**src/rtl/pip_pkg.sv**
```systemverilog
// Shared types and constants for the polygon point-inclusion block.
// Used by the edge unit and the top level; no dependencies.
`timescale 1ns / 1ps

package pip_pkg;

  // Item kinds carried on in_tuser
  localparam int ACT_W = 2;
  localparam logic [ACT_W-1:0] ACT_CLEAR = 2'd0;
  localparam logic [ACT_W-1:0] ACT_ADD   = 2'd1;
  localparam logic [ACT_W-1:0] ACT_TEST  = 2'd2;

  localparam int DEF_MAX_VERTICES = 32;
  localparam int DEF_COORD_BITS   = 16;

  // Width of the vertex_total result field
  localparam int TOTAL_W = 6;

  // Fewer vertices than this never enclose a point
  localparam int MIN_POLY_VERTS = 3;

  typedef struct packed {
    logic clr;  // restart the crossing parity
    logic vld;  // an edge (current and previous vertex) is presented
  } edge_ctl_t;

  typedef struct packed {
    logic busy; // edges still in flight
    logic odd;  // crossing parity so far
  } edge_sts_t;

endpackage

```
**src/rtl/polygon_point_inclusion.sv**
```systemverilog
// Polygon point-inclusion block: vertex table in one RAM, sequencer, box tracking.
// Flow: every accepted item moves from S_IDLE to S_DONE, where out_tvalid is registered;
// a test point with n >= 3 stored vertices passes S_SCAN first, the single RAM read port
// scanning one vertex per cycle into the three-stage edge pipeline behind it.
// One item in work at a time; a new item is
// taken while the previous result waits on out_tready. Reset: count and box go to zero.
`timescale 1ns / 1ps

module polygon_point_inclusion
  import pip_pkg::*;
#(
  parameter int MAX_VERTICES = DEF_MAX_VERTICES,
  parameter int COORD_BITS   = DEF_COORD_BITS,
  localparam int IN_W  = ((2 * COORD_BITS + 7) / 8) * 8,
  localparam int OUT_W = ((4 * COORD_BITS + TOTAL_W + 2 + 7) / 8) * 8
) (
  input  logic             clk,
  input  logic             rst_n,
  input  logic             in_tvalid,
  output logic             in_tready,
  input  logic [IN_W-1:0]  in_tdata,  // x_coord, y_coord
  input  logic [ACT_W-1:0] in_tuser,  // action
  output logic             out_tvalid,
  input  logic             out_tready,
  output logic [OUT_W-1:0] out_tdata  // inside_res, box_min_x, box_min_y, box_max_x,
                                      // box_max_y, vertex_total, dropped
);

  localparam int CB    = COORD_BITS;
  localparam int AW    = $clog2(MAX_VERTICES);
  localparam int CNT_W = $clog2(MAX_VERTICES + 1);
  localparam int TW    = (CNT_W > TOTAL_W) ? CNT_W : TOTAL_W;

  localparam logic [1:0] S_IDLE = 2'd0;
  localparam logic [1:0] S_SCAN = 2'd1;
  localparam logic [1:0] S_DONE = 2'd2;

  logic [1:0]           st_r, st_nxt;
  logic [ACT_W-1:0]     act_r;
  logic signed [CB-1:0] qx_r, qy_r;
  logic [CNT_W-1:0]     cnt_r, cnt_nxt;
  logic signed [CB-1:0] min_x_r, min_y_r, max_x_r, max_y_r;
  logic signed [CB-1:0] min_x_nxt, min_y_nxt, max_x_nxt, max_y_nxt;
  logic                 out_v_r, out_v_nxt;
  logic [OUT_W-1:0]     out_d_r, out_d_nxt;

  logic                 iss_first_r, iss_first_nxt;
  logic [AW-1:0]        iss_addr_r, iss_addr_nxt;
  logic [CNT_W-1:0]     iss_left_r, iss_left_nxt;
  logic                 rv_r, rfirst_r;
  logic signed [CB-1:0] prv_x_r, prv_y_r;

  logic                 accept, out_free, fire, rd_issue, scan_done, full, enough;
  logic                 in_poly, dropped, we;
  logic [2*CB-1:0]      rdata;
  logic signed [CB-1:0] cur_x, cur_y;
  logic [TW-1:0]        cnt_ext;
  edge_ctl_t            e_ctl;
  edge_sts_t            e_sts;

  assign in_tready = (st_r == S_IDLE);
  assign accept    = in_tvalid && in_tready;
  assign out_free  = !out_v_r || out_tready;
  assign fire      = (st_r == S_DONE) && out_free;
  assign full      = (cnt_r == CNT_W'(MAX_VERTICES));
  assign enough    = (cnt_r >= CNT_W'(MIN_POLY_VERTS));
  assign rd_issue  = (st_r == S_SCAN) && (iss_first_r || (iss_left_r != '0));
  assign scan_done = (st_r == S_SCAN) && !iss_first_r && (iss_left_r == '0)
                     && !rv_r && !e_sts.busy;
  assign we        = fire && (act_r == ACT_ADD) && !full;

  assign cur_x = rdata[CB-1:0];
  assign cur_y = rdata[2*CB-1:CB];

  assign e_ctl.clr = accept;
  assign e_ctl.vld = rv_r && !rfirst_r;

  pip_ram #(
    .WIDTH(2 * CB),
    .DEPTH(MAX_VERTICES),
    .AW   (AW)
  ) u_vtx_ram (
    .clk  (clk),
    .we   (we),
    .waddr(cnt_r[AW-1:0]),
    .wdata({qy_r, qx_r}),
    .raddr(iss_addr_r),
    .rdata(rdata)
  );

  pip_edge #(
    .COORD_BITS(CB)
  ) u_edge (
    .clk  (clk),
    .rst_n(rst_n),
    .ctl  (e_ctl),
    .qx   (qx_r),
    .qy   (qy_r),
    .cur_x(cur_x),
    .cur_y(cur_y),
    .prv_x(prv_x_r),
    .prv_y(prv_y_r),
    .sts  (e_sts)
  );

  // Sequencer and read issue
  always_comb begin
    st_nxt        = st_r;
    iss_first_nxt = iss_first_r;
    iss_addr_nxt  = iss_addr_r;
    iss_left_nxt  = iss_left_r;
    unique case (st_r)
      S_IDLE: begin
        if (accept) begin
          // read the last vertex first so it pairs with vertex zero
          iss_first_nxt = 1'b1;
          iss_addr_nxt  = AW'(cnt_r - 1'b1);
          iss_left_nxt  = cnt_r;
          st_nxt = ((in_tuser == ACT_TEST) && enough) ? S_SCAN : S_DONE;
        end
      end
      S_SCAN: begin
        if (iss_first_r) begin
          iss_first_nxt = 1'b0;
          iss_addr_nxt  = '0;
        end else if (iss_left_r != '0) begin
          iss_addr_nxt = iss_addr_r + 1'b1;
          iss_left_nxt = iss_left_r - 1'b1;
        end
        if (scan_done) begin
          st_nxt = S_DONE;
        end
      end
      S_DONE: begin
        if (out_free) begin
          st_nxt = S_IDLE;
        end
      end
      default: begin
        st_nxt = S_IDLE;
      end
    endcase
  end

  // State update and result build
  always_comb begin
    cnt_nxt   = cnt_r;
    min_x_nxt = min_x_r;
    min_y_nxt = min_y_r;
    max_x_nxt = max_x_r;
    max_y_nxt = max_y_r;
    in_poly   = 1'b0;
    dropped   = 1'b0;
    unique case (act_r)
      ACT_CLEAR: begin
        cnt_nxt   = '0;
        min_x_nxt = '0;
        min_y_nxt = '0;
        max_x_nxt = '0;
        max_y_nxt = '0;
      end
      ACT_ADD: begin
        if (full) begin
          dropped = 1'b1;
        end else begin
          cnt_nxt = cnt_r + 1'b1;
          if (cnt_r == '0) begin
            min_x_nxt = qx_r;
            max_x_nxt = qx_r;
            min_y_nxt = qy_r;
            max_y_nxt = qy_r;
          end else begin
            if (qx_r < min_x_r) min_x_nxt = qx_r;
            if (qy_r < min_y_r) min_y_nxt = qy_r;
            if (qx_r > max_x_r) max_x_nxt = qx_r;
            if (qy_r > max_y_r) max_y_nxt = qy_r;
          end
        end
      end
      ACT_TEST: begin
        in_poly = enough && e_sts.odd;
      end
      default: begin
      end
    endcase
    cnt_ext   = TW'(cnt_nxt);
    out_d_nxt = OUT_W'({dropped, cnt_ext[TOTAL_W-1:0], max_y_nxt, max_x_nxt,
                        min_y_nxt, min_x_nxt, in_poly});
    out_v_nxt = fire ? 1'b1 : (out_tready ? 1'b0 : out_v_r);
  end

  always_ff @(posedge clk) begin
    if (!rst_n) begin
      st_r        <= S_IDLE;
      cnt_r       <= '0;
      min_x_r     <= '0;
      min_y_r     <= '0;
      max_x_r     <= '0;
      max_y_r     <= '0;
      out_v_r     <= 1'b0;
      iss_first_r <= 1'b0;
      iss_left_r  <= '0;
      rv_r        <= 1'b0;
      rfirst_r    <= 1'b0;
    end else begin
      st_r        <= st_nxt;
      out_v_r     <= out_v_nxt;
      iss_first_r <= iss_first_nxt;
      iss_left_r  <= iss_left_nxt;
      rv_r        <= rd_issue;
      rfirst_r    <= rd_issue && iss_first_r;
      if (fire) begin
        cnt_r   <= cnt_nxt;
        min_x_r <= min_x_nxt;
        min_y_r <= min_y_nxt;
        max_x_r <= max_x_nxt;
        max_y_r <= max_y_nxt;
      end
    end
  end

  always_ff @(posedge clk) begin
    iss_addr_r <= iss_addr_nxt;
    if (accept) begin
      act_r <= in_tuser;
      qx_r  <= in_tdata[CB-1:0];
      qy_r  <= in_tdata[2*CB-1:CB];
    end
    // hold the previous vertex for the next edge
    if (rv_r) begin
      prv_x_r <= cur_x;
      prv_y_r <= cur_y;
    end
    if (fire) begin
      out_d_r <= out_d_nxt;
    end
  end

  assign out_tvalid = out_v_r;
  assign out_tdata  = out_d_r;

endmodule

```
**src/rtl/pip_ram.sv**
```systemverilog
// Generic single-write, single-read RAM with registered read data.
// No dependencies.
`timescale 1ns / 1ps

module pip_ram #(
  parameter int WIDTH = 32,
  parameter int DEPTH = 32,
  parameter int AW    = (DEPTH > 1) ? $clog2(DEPTH) : 1
) (
  input  logic             clk,
  input  logic             we,
  input  logic [AW-1:0]    waddr,
  input  logic [WIDTH-1:0] wdata,
  input  logic [AW-1:0]    raddr,
  output logic [WIDTH-1:0] rdata
);

  logic [WIDTH-1:0] mem [DEPTH];

  always_ff @(posedge clk) begin
    if (we) begin
      mem[waddr] <= wdata;
    end
    rdata <= mem[raddr];
  end

endmodule

```
**src/rtl/pip_edge.sv**
```systemverilog
// Edge crossing unit: three-stage pipeline (differences, products, parity).
// Depends on pip_pkg.
`timescale 1ns / 1ps

module pip_edge
  import pip_pkg::*;
#(
  parameter int COORD_BITS = DEF_COORD_BITS
) (
  input  logic                         clk,
  input  logic                         rst_n,
  input  edge_ctl_t                    ctl,
  input  logic signed [COORD_BITS-1:0] qx,
  input  logic signed [COORD_BITS-1:0] qy,
  input  logic signed [COORD_BITS-1:0] cur_x,
  input  logic signed [COORD_BITS-1:0] cur_y,
  input  logic signed [COORD_BITS-1:0] prv_x,
  input  logic signed [COORD_BITS-1:0] prv_y,
  output edge_sts_t                    sts
);

  localparam int DW = COORD_BITS + 1;
  localparam int PW = 2 * DW;

  logic signed [DW-1:0] a_raw, d_raw, a_c, b_c, c_c, d_c;
  logic                 cross_c;

  logic                 s1_v_r, s2_v_r, odd_r;
  logic                 s1_v_nxt, s2_v_nxt, odd_nxt;
  logic signed [DW-1:0] a_r, b_r, c_r, d_r;
  logic                 cross1_r, cross2_r;
  logic signed [PW-1:0] p1_r, p2_r;

  always_comb begin
    a_raw = DW'(qy) - DW'(cur_y);
    d_raw = DW'(prv_y) - DW'(cur_y);
    b_c   = DW'(prv_x) - DW'(cur_x);
    c_c   = DW'(qx) - DW'(cur_x);
    // flip both sides when the edge runs downward
    a_c   = d_raw[DW-1] ? -a_raw : a_raw;
    d_c   = d_raw[DW-1] ? -d_raw : d_raw;
    cross_c = ((cur_y < qy) && (prv_y >= qy)) || ((prv_y < qy) && (cur_y >= qy));
  end

  always_comb begin
    s1_v_nxt = ctl.vld && !ctl.clr;
    s2_v_nxt = s1_v_r && !ctl.clr;
    odd_nxt  = odd_r;
    if (ctl.clr) begin
      odd_nxt = 1'b0;
    end else if (s2_v_r && cross2_r && (p1_r < p2_r)) begin
      odd_nxt = !odd_r;
    end
  end

  always_ff @(posedge clk) begin
    if (!rst_n) begin
      s1_v_r <= 1'b0;
      s2_v_r <= 1'b0;
      odd_r  <= 1'b0;
    end else begin
      s1_v_r <= s1_v_nxt;
      s2_v_r <= s2_v_nxt;
      odd_r  <= odd_nxt;
    end
  end

  always_ff @(posedge clk) begin
    a_r      <= a_c;
    b_r      <= b_c;
    c_r      <= c_c;
    d_r      <= d_c;
    cross1_r <= cross_c;
    p1_r     <= a_r * b_r;
    p2_r     <= c_r * d_r;
    cross2_r <= cross1_r;
  end

  assign sts.busy = s1_v_r || s2_v_r;
  assign sts.odd  = odd_r;

endmodule
```
**config.mk**
```make
export PLATFORM = sky130hd
export DESIGN_NAME = polygon_point_inclusion
export DESIGN_NICKNAME = d
export VERILOG_FILES = /design/src/rtl/pip_pkg.sv /design/src/rtl/polygon_point_inclusion.sv /design/src/rtl/pip_ram.sv /design/src/rtl/pip_edge.sv
export SDC_FILE = /design/constraint.sdc
export NUM_CORES = 2
export LEC_CHECK = 0
export BUFFER_PORTS_ARGS = -buffer_cell sky130_fd_sc_hd__buf_2
export CORE_UTILIZATION = 40
export DETAILED_ROUTE_END_ITERATION = 16
export PLACE_DENSITY_LB_ADDON = 0.1
export SYNTH_ARGS = -nofsm -noshare
export SYNTH_HDL_FRONTEND = slang
export SYNTH_HIERARCHICAL = 1
export SYNTH_SLANG_ARGS = --single-unit
```
**constraint.sdc**
```tcl
create_clock -name clk -period 10.55 [get_ports clk]
set_input_delay 1.055 -clock clk [delete_from_list [all_inputs] [get_ports clk]]
set_output_delay 1.055 -clock clk [all_outputs]
set_load 0.02 [all_outputs]
```
==> reports/summary.txt <==
outcome -> finished clean
largest net degree at the start of global routing -> 106
vias in the first global route -> 50.6k
total wire length -> 222 mm
post-cts gate resize count -> 0
Setup Skew -> 0.0628 ns
Post-Syn Instances -> 6272
period utilisation layout -> 0.655
top cell type's share of synthesized area -> 0.437
NumNets Final -> 7388
CP max stage cell -> fa_1
Worst R2R Setup Slack -> 3.64 ns
Setup crit end kind -> register
endpoints failing setup -> 0
latest clock arrival within the worst-skew pair -> 0.81 ns
WL met3 -> 10.1 mm
clk slew on worst S/H paths -> 0.06 ns
slew margin rel. -> 0.180
main flop type after synthesis -> edfxtp_1
DR vias/cell -> 5.32
capturing point of the worst reg2reg path -> u_edge/p1_r[33]
synth unique cells -> 104
ys async rst share -> 0
R2R depth -> 18
Period minus WS final -> 6.91 ns
Highest Signal Layer -> met5
CP Max Fanout -> 17
Hold Startpoint -> u_edge/cross1_r
TritonCTS Buffers -> 157
Worst EP required -> 11.20 ns
CTS tree -> yes
synthesized net count -> 7259
post-synth top area cell -> edfxtp_1
DR WL met2 -> 108 mm
vias -> 48.8k
CP startpoint kind -> register
crit path buf inv count -> 3
Clock Sinks -> 1422
Wirelength per Cell -> 24.2 um
Die ar. -> 202000 sq um
worst r2r src -> u_edge/b_r[2]
Final Cell Area -> 89000 sq um
slew of the pin with the lowest slew margin -> 1.22 ns
WS Path Type -> register to register
Die W -> 450 um
f_max -> 145 MHz
Setup crit end -> u_edge/p1_r[33]
syn_area_per_cell -> 12.8 sq um
setup TNS -> 0 ns
Iter 0 DRT Violations -> 3326
share of layout cells above drive strength 1 -> 0.0817
Crit path max-delay family -> adder cells
first-pass GRT wire length -> 332 mm
area grow syn2layout -> 11.0%
DP HPWL -> 145 mm
antenna-violating nets left -> 0
CP startpoint -> u_edge/b_r[2]
Worst path max stage delay -> 0.97 ns
number of flops mapped to enable cells by yosys -> 1167
final hold violation count -> 0
placed inst area -> 83800 sq um
Starting Density -> 0.404
worst-case clock buffer depth -> 3
Mapped Area -> 80200 sq um
GRT Residual Overflow -> 0
total track usage -> 0.220
Syn. warnings -> 6
max_cap viols -> 0
postcts setup bufs -> 0
first drt pass iteration count -> 5
placer congestion estimate -> 0.847
most frequent CP cell -> fa_1
Levels on crit path -> 18
htree depth -> 4
# DRC -> 0
Die H -> 450 um
Final Max Tran Viols -> 0
Seq/Total Area, Yosys -> 0.501
Ports -> 112
root buf cell -> clkbuf_16
crit-path cells -> nand2_1 > inv_1 > fa_1 > fa_1 > fa_1 > fa_1 > fa_1 > inv_1 > fa_1 > inv_1 > ha_1 > o21a_1 > o21ai_0 > a2111oi_1 > nor4_1 > o21ai_0 > a21oi_1 > xnor2_1
flop and latch count out of synthesis -> 1422
Hold Path Class -> register to register
M1 wire length -> 99.3 mm
IO Port Bufs -> 111
CP Data Arrival Time -> 7.56 ns
antenna violations before repair -> 10
Area contributors post-synth -> edfxtp_1, fa_1, mux2i_1, dfxtp_1, ha_1
CTS Hold Bufs -> 0
number of placement rows -> 163
area of the core -> 198000 sq um
RSZ-0062 raised after global routing -> false
==> flip-flops by register name (all words and copies together), names as in the netlist, 17 cells and up <==
register and flops:
out_tdata 72, u_edge/a_r 17, u_edge/b_r 17, u_edge/c_r 17, u_edge/d_r 17, u_edge/p1_r 34
u_edge/p2_r 34, u_vtx_ram/mem 1024, u_vtx_ram/rdata 32
==> layer usage <==
metal	vias to the layer above	track usage
met3	244	0.0307
met1	25300	0.301
met2	1004	0.370
met5	-	0
li1	22200	-
met4	2	0.0537
==> layout by cell type, fill, tap and decap left out, types with 138 or more instances in the layout <==
cell type	netlist	routed
a21oi_1	230	228
and2_1	304	303
clkbuf_16	0	161
dfxtp_1	255	254
edfxtp_1	1167	1167
fa_1	596	596
ha_1	353	353
inv_1	793	793
mux2i_1	513	513
nand2_1	449	448
nand3_1	138	138
nor2_1	181	148
==> cell usage after synthesis (all sizes together), types with 6 or more instances <==
cell / count
a31oi: 52
nand4: 24
edfxtp: 1167
o2bb2ai: 19
inv: 794
a22o: 94
fa: 596
xnor2: 114
a2111oi: 11
o22ai: 7
mux2i: 513
nor2b: 28
nand3b: 7
a32o: 80
a22oi: 97
o31ai: 10
buf: 108
nand2b: 32
nor2: 181
a211oi: 23
clkbuf: 141
nor3: 64
a211o: 7
and2: 304
or3: 21
nand2: 449
nor4: 8
o21a: 27
nand3: 139
and4: 9
o31a: 6
dfxtp: 255
o211ai: 11
a21oi: 234
xor2: 36
a21o: 56
ha: 353
a221oi: 6
or2: 8
and3: 24
o21bai: 14
o21ai: 76
==> worst min-delay path by stage <==
stage / endpoint / slack (ns) / cells after the start
after global placement: u_edge/cross2_r / 0.37 / 0
final: u_edge/cross2_r / 0.38 / 0
after detailed placement: u_edge/cross2_r / 0.37 / 0
after CTS: qy_r[13] / 0.37 / 1
after floorplan: u_edge/cross2_r / 0.31 / 0
after global routing: u_edge/cross2_r / 0.38 / 0
==> cells by family after synthesis <==
kind of cell,synth area share
xor gates and xnor gates,0.0165
DFF,0.501
buffers and inverters,0.0535
and+or+nand+nor,0.0815
adders and majority gates,0.204
muxes,0.0643
AOI/OAI and AO/OA,0.0793
==> final cells by class <==
type | instances | area (sq um)
fillers | 18200 | 109000
flip-flops and latches | 1422 | 40100
multi-input cells | 3807 | 36000
clock buffers | 217 | 4290
well taps | 2640 | 3300
inverters | 794 | 2980
repair buffers | 219 | 1390
clock inverters | 78 | 836
diodes | 6 | 15.0
==> through the flow <==
stage	std cells	hold slack (ns)	util	setup WS [ns]
floorplan	6272	0.310	-	4.45
CTS	9177	0.374	0.449	3.62
global placement	8882	0.367	0.423	3.72
global route	9178	0.377	0.449	3.21
detailed placement	8882	0.369	0.423	3.65
finish	9183	0.379	0.449	3.64
Power is not shown: default switching activity piles up to over one toggle a cycle in this logic, so the estimate is an artifact.
